<file path="config.mk">
export PLATFORM = sky130hd
export DESIGN_NAME = drop_tail_queue_departure_model_top
export DESIGN_NICKNAME = d
export VERILOG_FILES = /design/src/hdl/dtq_pkg.sv /design/src/hdl/drop_tail_queue_departure_model_top.sv
export SDC_FILE = /design/constraint.sdc
export NUM_CORES = 2
export LEC_CHECK = 0
export BUFFER_PORTS_ARGS = -buffer_cell sky130_fd_sc_hd__buf_4
export CORE_ASPECT_RATIO = 0.75
export CORE_MARGIN = 5
export CORE_UTILIZATION = 40
export CTS_BUF_LIST = sky130_fd_sc_hd__clkbuf_4 sky130_fd_sc_hd__clkbuf_8
export DETAILED_ROUTE_END_ITERATION = 8
export GPL_ROUTABILITY_DRIVEN = 0
export PLACE_DENSITY = 0.57
export SLEW_MARGIN = 0
export SYNTH_ARGS = -nofsm -noshare
export SYNTH_HDL_FRONTEND = slang
export SYNTH_SLANG_ARGS = --single-unit
</file>
<file path="constraint.sdc">
create_clock -name clk_i -period 26.7 [get_ports clk_i]
set_clock_uncertainty 0.1 [all_clocks]
set_input_delay 1.335 -clock clk_i [delete_from_list [all_inputs] [get_ports clk_i]]
set_output_delay 1.335 -clock clk_i [all_outputs]
set_load 0.01 [all_outputs]
</file>
<file path="src/hdl/dtq_pkg.sv">
// Package for the drop-tail queue departure model: types, sizes and codes.
`timescale 1ns / 1ps
package dtq_pkg;

  // Departure store geometry
  localparam int QUEUE_DEPTH = 64;
  localparam int PTR_W       = (QUEUE_DEPTH > 1) ? $clog2(QUEUE_DEPTH) : 1;
  localparam int CNT_W       = $clog2(QUEUE_DEPTH + 1);
  localparam int LIMIT_W     = 7;
  localparam int CMP_W       = (CNT_W > LIMIT_W) ? CNT_W : LIMIT_W;

  // Field widths
  localparam int TIME_W  = 48;
  localparam int SIZE_W  = 16;
  localparam int BTIME_W = 16;
  localparam int PROD_W  = SIZE_W + BTIME_W;
  localparam int STAT_W  = 32;
  localparam int SUM_W   = 64;

  // Configuration port
  localparam int CFG_IDX_W  = 1;
  localparam int CFG_DATA_W = 16;
  localparam logic [CFG_IDX_W-1:0] CFG_BYTE_TIME    = 1'd0;
  localparam logic [CFG_IDX_W-1:0] CFG_BUFFER_LIMIT = 1'd1;
  localparam logic [BTIME_W-1:0]   BYTE_TIME_RST    = 16'd727;
  localparam logic [LIMIT_W-1:0]   BUFFER_LIMIT_RST = 7'd50;

  typedef struct packed {
    logic [TIME_W-1:0] arrival_time;
    logic [SIZE_W-1:0] packet_size;
  } in_t;

  typedef struct packed {
    logic               dropped;
    logic [TIME_W-1:0]  departure_time;
    logic [TIME_W-1:0]  wait_time;
    logic [LIMIT_W-1:0] occupancy;
    logic [STAT_W-1:0]  packets_seen;
    logic [STAT_W-1:0]  packets_dropped;
    logic [STAT_W-1:0]  packets_delayed;
    logic [SUM_W-1:0]   delay_sum;
  } out_t;

  typedef enum logic [1:0] {
    ST_IDLE,
    ST_PURGE,
    ST_CALC,
    ST_FINISH
  } state_e;

  // Saturating increment of a 32-bit counter
  function automatic logic [STAT_W-1:0] sat_inc(input logic [STAT_W-1:0] v);
    sat_inc = (&v) ? v : v + STAT_W'(1);
  endfunction

endpackage

</file>
<file path="src/hdl/drop_tail_queue_departure_model_top.sv">
// Top level of the drop-tail queue departure model.
// Usage:
//   Pulse start with an arrival on in_i while busy is low; the item transfers
//   at that edge and busy rises. The block first pops every queued departure
//   earlier than the arrival, one pop per cycle through a single read port of
//   the departure memory, then decides drop or push and updates the counters.
//   The result appears on out_o, marked by done_o for one cycle, as busy falls.
//   Sequence: after the accepting edge the purge state pops each departure
//   due, then the calc and finish states run, and done_o is registered from
//   the finish state; each departure is pushed once and popped once.
//   A new item may start in the cycle that done_o is high.
//   Configuration: cfg_we_i writes byte_time (index 0) or buffer_limit
//   (index 1) from cfg_data_i; write only while busy is low.
//   Reset clears the queue, the counters and the sequencer and restores
//   byte_time 727 and buffer_limit 50; memory contents are left as they are,
//   since only written entries are ever read.
//   The receiver cannot stall: each result is valid for exactly one cycle.
`timescale 1ns / 1ps
module drop_tail_queue_departure_model_top (
  input  logic                         clk_i,
  input  logic                         rst_ni,
  input  logic                         start,
  output logic                         busy,
  input  dtq_pkg::in_t                 in_i,
  output logic                         done_o,
  output dtq_pkg::out_t                out_o,
  input  logic                         cfg_we_i,
  input  logic [dtq_pkg::CFG_IDX_W-1:0]  cfg_idx_i,
  input  logic [dtq_pkg::CFG_DATA_W-1:0] cfg_data_i
);
  import dtq_pkg::*;

  // Departure memory
  logic [TIME_W-1:0] mem [QUEUE_DEPTH];
  logic [PTR_W-1:0]  rd_addr;
  logic [TIME_W-1:0] rd_data_q;
  logic              wr_en;
  logic [PTR_W-1:0]  wr_addr;
  logic [TIME_W-1:0] wr_data;

  state_e state_q, state_d;

  logic [BTIME_W-1:0] byte_time_q;
  logic [LIMIT_W-1:0] buffer_limit_q;

  logic [TIME_W-1:0] arr_q, arr_d;
  logic [SIZE_W-1:0] size_q, size_d;
  logic [TIME_W-1:0] last_q, last_d;
  logic [PTR_W-1:0]  head_q, head_d;
  logic [CNT_W-1:0]  fill_q, fill_d;
  logic [PROD_W-1:0] prod_q, prod_d;
  logic [TIME_W-1:0] wait_q, wait_d;
  logic [TIME_W-1:0] begin_q, begin_d;
  logic              drop_q, drop_d;
  logic [STAT_W-1:0] seen_q, seen_d;
  logic [STAT_W-1:0] dropcnt_q, dropcnt_d;
  logic [STAT_W-1:0] delayed_q, delayed_d;
  logic [SUM_W-1:0]  total_q, total_d;
  out_t              out_q, out_d;
  logic              done_q, done_d;

  logic [PTR_W-1:0]   head_next;
  logic [CNT_W:0]     tail_sum;
  logic [CMP_W-1:0]   limit_eff;
  logic               pop_now;
  logic [TIME_W:0]    depart_sum;
  logic [TIME_W-1:0]  depart_sat;
  logic [SUM_W:0]     total_sum;
  logic [SUM_W-1:0]   total_sat;

  // Effective limit: never above the memory depth
  always_comb begin
    if (CMP_W'(buffer_limit_q) > CMP_W'(QUEUE_DEPTH)) begin
      limit_eff = CMP_W'(QUEUE_DEPTH);
    end else begin
      limit_eff = CMP_W'(buffer_limit_q);
    end
  end

  // Ring pointer arithmetic
  assign head_next = (head_q == PTR_W'(QUEUE_DEPTH - 1)) ? '0 : head_q + PTR_W'(1);
  always_comb begin
    tail_sum = (CNT_W + 1)'(head_q) + (CNT_W + 1)'(fill_q);
    if (tail_sum >= (CNT_W + 1)'(QUEUE_DEPTH)) begin
      tail_sum = tail_sum - (CNT_W + 1)'(QUEUE_DEPTH);
    end
    wr_addr = tail_sum[PTR_W-1:0];
  end

  assign pop_now = (fill_q != '0) && (rd_data_q < arr_q);

  // Departure add and delay accumulate, each saturating
  assign depart_sum = {1'b0, begin_q} + (TIME_W + 1)'(prod_q);
  assign depart_sat = depart_sum[TIME_W] ? '1 : depart_sum[TIME_W-1:0];
  assign total_sum  = {1'b0, total_q} + (SUM_W + 1)'(wait_q);
  assign total_sat  = total_sum[SUM_W] ? '1 : total_sum[SUM_W-1:0];

  // Next state
  always_comb begin
    state_d = state_q;
    unique case (state_q)
      ST_IDLE: begin
        if (start) begin
          state_d = ST_PURGE;
        end
      end
      ST_PURGE: begin
        if (!pop_now) begin
          state_d = ST_CALC;
        end
      end
      ST_CALC:   state_d = ST_FINISH;
      ST_FINISH: state_d = ST_IDLE;
      default:   state_d = ST_IDLE;
    endcase
  end

  // Datapath and outputs of the sequencer
  always_comb begin
    arr_d     = arr_q;
    size_d    = size_q;
    last_d    = last_q;
    head_d    = head_q;
    fill_d    = fill_q;
    prod_d    = prod_q;
    wait_d    = wait_q;
    begin_d   = begin_q;
    drop_d    = drop_q;
    seen_d    = seen_q;
    dropcnt_d = dropcnt_q;
    delayed_d = delayed_q;
    total_d   = total_q;
    out_d     = out_q;
    done_d    = 1'b0;
    rd_addr   = head_q;
    wr_en     = 1'b0;
    wr_data   = depart_sat;
    busy      = 1'b1;
    unique case (state_q)
      ST_IDLE: begin
        busy = 1'b0;
        if (start) begin
          arr_d  = in_i.arrival_time;
          size_d = in_i.packet_size;
        end
      end
      ST_PURGE: begin
        // Drop the head while it departs before this arrival
        if (pop_now) begin
          head_d  = head_next;
          fill_d  = fill_q - CNT_W'(1);
          rd_addr = head_next;
        end
      end
      ST_CALC: begin
        drop_d = (CMP_W'(fill_q) >= limit_eff);
        prod_d = PROD_W'(size_q) * PROD_W'(byte_time_q);
        if ((fill_q != '0) && (last_q > arr_q)) begin
          wait_d  = last_q - arr_q;
          begin_d = last_q;
        end else begin
          wait_d  = '0;
          begin_d = arr_q;
        end
      end
      ST_FINISH: begin
        seen_d = sat_inc(seen_q);
        out_d.dropped        = drop_q;
        out_d.departure_time = '0;
        out_d.wait_time      = '0;
        out_d.occupancy      = LIMIT_W'(fill_q);
        if (drop_q) begin
          dropcnt_d = sat_inc(dropcnt_q);
        end else begin
          // Push the departure and account for the delay
          wr_en  = 1'b1;
          last_d = depart_sat;
          fill_d = fill_q + CNT_W'(1);
          out_d.departure_time = depart_sat;
          out_d.wait_time      = wait_q;
          out_d.occupancy      = LIMIT_W'(fill_q + CNT_W'(1));
          if (fill_q != '0) begin
            delayed_d = sat_inc(delayed_q);
            total_d   = total_sat;
          end
        end
        out_d.packets_seen    = seen_d;
        out_d.packets_dropped = dropcnt_d;
        out_d.packets_delayed = delayed_d;
        out_d.delay_sum       = total_d;
        done_d = 1'b1;
      end
      default: begin
        busy = 1'b0;
      end
    endcase
  end

  // Memory write and registered read
  always_ff @(posedge clk_i) begin
    if (wr_en) begin
      mem[wr_addr] <= wr_data;
    end
    rd_data_q <= mem[rd_addr];
  end

  // Control state
  always_ff @(posedge clk_i or negedge rst_ni) begin
    if (!rst_ni) begin
      state_q        <= ST_IDLE;
      head_q         <= '0;
      fill_q         <= '0;
      seen_q         <= '0;
      dropcnt_q      <= '0;
      delayed_q      <= '0;
      total_q        <= '0;
      done_q         <= 1'b0;
      byte_time_q    <= BYTE_TIME_RST;
      buffer_limit_q <= BUFFER_LIMIT_RST;
    end else begin
      state_q   <= state_d;
      head_q    <= head_d;
      fill_q    <= fill_d;
      seen_q    <= seen_d;
      dropcnt_q <= dropcnt_d;
      delayed_q <= delayed_d;
      total_q   <= total_d;
      done_q    <= done_d;
      if (cfg_we_i) begin
        unique case (cfg_idx_i)
          CFG_BYTE_TIME:    byte_time_q    <= BTIME_W'(cfg_data_i);
          CFG_BUFFER_LIMIT: buffer_limit_q <= cfg_data_i[LIMIT_W-1:0];
          default: ;
        endcase
      end
    end
  end

  // Payload registers
  always_ff @(posedge clk_i) begin
    arr_q   <= arr_d;
    size_q  <= size_d;
    last_q  <= last_d;
    prod_q  <= prod_d;
    wait_q  <= wait_d;
    begin_q <= begin_d;
    drop_q  <= drop_d;
    out_q   <= out_d;
  end

  assign done_o = done_q;
  assign out_o  = out_q;

endmodule

</file>
==> results.md <==
| Quantity | Reported |
|---|---|
| Share of the yosys chip area belonging to registers | 0.6813 |
| Area of the core region | 415,000 um2 |
| Chip height | 568.6 um |
| Die area | 429,100 um2 |
| Pin count of the biggest net entering global routing | 200 |
| Routed length per instance | 30.47 um |
| Highest-count cells in the layout ignoring fill and taps | sky130_fd_sc_hd__edfxtp_1, sky130_fd_sc_hd__nand2_1, sky130_fd_sc_hd__a21oi_1 |
| Class of the tightest hold or removal check | primary input to async pin |
| Signal arrival time at the worst endpoint | 9.58 ns |
| Worst-margin pin slew | 1.443 ns |
| # DRC | 0 |
| Share of layout cells above drive strength 1 | 0.1343 |
| CTS max path bufs | 4 |
| Area of the mapped netlist | 166,400 um2 |
| CTS tree | yes |
| Yosys synthesis warning count | 0 |
| Number of buffers inserted by hold repair at cts | 0 |
| Number of input and output port buffers inserted | 350 |
| CTS Sinks | 3,824 |
| Number of cells produced by synthesis | 12,370 |
| Initial DRC count | 16,300 |
| Number of buffers inserted during clock tree synthesis | 586 |
| Post CTS Setup Buffer Count | 0 |
| Starting Density | 0.4009 |
| Final period util | 0.3293 |
| Primary FF master, synth | sky130_fd_sc_hd__edfxtp_1 |
| Overflow after GRT | 0 |
| Min Tclk post-route | 8.793 ns |
| Clock-pin slew of the registers on the worst-case setup and hold paths | 0.06 ns |
| Number of synthesized register bits | 3,824 |
| Number of global-route vias before repair | 103,000 |
| Final hold vios | 0 |
| Commonest non-fill, non-tap cell in the layout | sky130_fd_sc_hd__edfxtp_1 |
| Routed vias | 111,400 |
| Post-synthesis async set-or-reset flop share | 0.05204 |
| Area grow syn2layout | 12.56% |
| Post-cts repair resize count | 0 |
| Required time at the worst-slack endpoint | 27.48 ns |
| Clock tree root buffer cell | sky130_fd_sc_hd__clkbuf_8 |
| Post-synth EDFFs | 3,577 |
| Wire length of the first global-routing pass | 801.2 mm |
| Final Max Tran Viols | 0 |
| Num ports | 351 |
| Detailed Place HPWL | 330.0 mm |
| Setup repair after global routing missed its margin | false |
| Max-cap check violation count | 0 |
| Die width | 754.7 um |
| Syn_area_per_cell | 13.45 um2 |
| Overall Global Routing Usage | 0.2591 |
| Initial antenna violation count | 48 |
| Net total in the final layout | 13,500 |
| Final Routed Wirelength | 574.5 mm |
| Setup crit start kind | register |
| Count of TritonRoute iterations in the first routing pass | 8 |
| H-tree lvl count | 6 |
| Post-synthesis net count | 12,960 |
| Std cell rows | 205 |
| Element type at the critical path end | register |
| Later-pin clock latency in the skew report | 1.10 ns |
| Number of nets still failing antenna checks after routing | 0 |
| Fmax | 113.7 MHz |
| Aggregate negative setup slack | 0 ns |
| Number of different library cells in the post-synthesis netlist | 98 |
| Routed via count divided by cell count | 5.910 |
| Status | completed |
| Max Fanout on Critical Path | 199 |
| Crit Path Class | register to register |
| Final setup viols | 0 |
| Worst max-slew margin expressed relative to the limit | 0.03545 |
## per-layer routing
metal  global-route usage  vias to the layer above  part of all wire
met3              0.06632                      870              0.12
met5                    0                        -           0.00015
met4              0.07711                       12             0.031
met1               0.3940                    56620              0.43
li1                     -                    47250                 -
met2               0.3627                     6660              0.42
## synth_stat cells (all sizes together), types with 14 or more instances
master,number,area [um2]
xor2,119,1042
and4,19,166.4
and3,229,1433
o211ai,17,127.6
ha,303,3791
o221ai,171,1498
o22ai,153,957.2
a211oi,179,1356
a21o,98,735.7
o31ai,14,110.1
dfxtp,48,960.9
or3,30,187.7
and2,164,1026
o311a,15,150.1
o221a,14,157.7
nand2b,32,200.2
nand4,89,556.8
inv,346,1304
a41oi,23,201.4
nor4,117,732.0
nor3,126,641.9
clkbuf,367,1381
o41ai,14,122.6
a311oi,103,902.1
mux2,61,686.9
o21ai,235,1187
o21a,21,157.7
buf,330,1812
mux2i,551,5528
a41o,19,190.2
o21bai,20,150.1
a211o,18,158.9
a31oi,151,944.7
nor2b,91,569.3
or2,15,93.84
a21oi,667,3342
nand3,500,2502
nor2,390,1471
nand2,2159,8104
a2111oi,25,232.7
dfrtp,189,4730
xnor2,234,2049
fa,198,3964
edfxtp,3577,107400
## sequential cells by signal, indices dropped and copies added (netlist names), 48 cells and up
signal     flops
arr_q         48
last_q        48
wait_q        48
rd_data_q     48
begin_q       48
mem         3072
total_q       64
out_o        264
## logic make-up after synthesis
| group | share of synthesized area |
|---|---|
| adder cells (fa/ha/maj) | 0.04661 |
| buffers and inverters | 0.02708 |
| AND/OR/NAND/NOR | 0.1075 |
| AO/OA/AOI/OAI | 0.08154 |
| multiplexers | 0.03735 |
| flip-flops | 0.6813 |
| XOR/XNOR | 0.01858 |
## area by class of cell
class,count,area (um2)
diodes,17,42.54
multi-input cells,7504,49350
fillers,37430,227700
inverters,348,1361
clock inverters,230,1415
well taps,5485,6863
flip-flops and latches,3824,113400
clock buffers,797,9799
repair buffers,646,5095
## worst max-delay path, stage by stage, from the launching register on
cell	delay, ns
sky130_fd_sc_hd__dfxtp_1	0.63
sky130_fd_sc_hd__ha_1	0.33
sky130_fd_sc_hd__a21oi_1	0.12
sky130_fd_sc_hd__o21ai_0	0.25
sky130_fd_sc_hd__a211oi_1	0.89
sky130_fd_sc_hd__a211oi_4	0.26
sky130_fd_sc_hd__nor3_4	0.37
sky130_fd_sc_hd__mux2i_4	0.10
sky130_fd_sc_hd__buf_4	0.33
sky130_fd_sc_hd__clkinv_16	0.50
sky130_fd_sc_hd__buf_4	0.73
sky130_fd_sc_hd__buf_12	0.59
sky130_fd_sc_hd__buf_12	0.50
sky130_fd_sc_hd__buf_4	0.64
sky130_fd_sc_hd__mux2i_1	0.20
sky130_fd_sc_hd__o221ai_1	0.29
sky130_fd_sc_hd__a21oi_1	0.10
sky130_fd_sc_hd__or4_1	0.61
sky130_fd_sc_hd__a2111oi_2	0.56
## per-stage QoR
stage	hold WS (ns)	area (um2)	cells	setup slack, ns	util
final	0.2042	187300	18850	17.91	0.4513
after global placement	0.3953	176000	17810	18.21	0.4242
after global routing	0.1891	187300	18840	17.92	0.4512
after detailed placement	0.4022	176000	17810	18.20	0.4242
after CTS	0.1208	187300	18830	18.14	0.4512
after floorplan	0.3712	166400	12370	15.54	-
## final timing paths
| kind | cells past startpoint | start | slack (ns) | endpoint |
|---|---|---|---|---|
| min | 1 | rst_ni | 0.20 | total_q[57]$_DFFE_PN0P_ |
| max in group asynchronous | 2 | rst_ni | 24.83 | delayed_q[25]$_DFFE_PN0P_ |
| max reg2reg | 18 | rd_data_q[13]$_DFF_P_ | 17.91 | rd_data_q[21]$_DFF_P_ |
| min in group clk_i | 1 | in_i[47] | 0.32 | arr_q[31]$_DFFE_PP_ |
| max | 18 | rd_data_q[13]$_DFF_P_ | 17.91 | rd_data_q[21]$_DFF_P_ |
| min reg2reg | 1 | delayed_q[25]$_DFFE_PN0P_ | 0.41 | delayed_q[25]$_DFFE_PN0P_ |
Power is not shown: default switching activity piles up to over one toggle a cycle in this logic, so the estimate is an artifact.
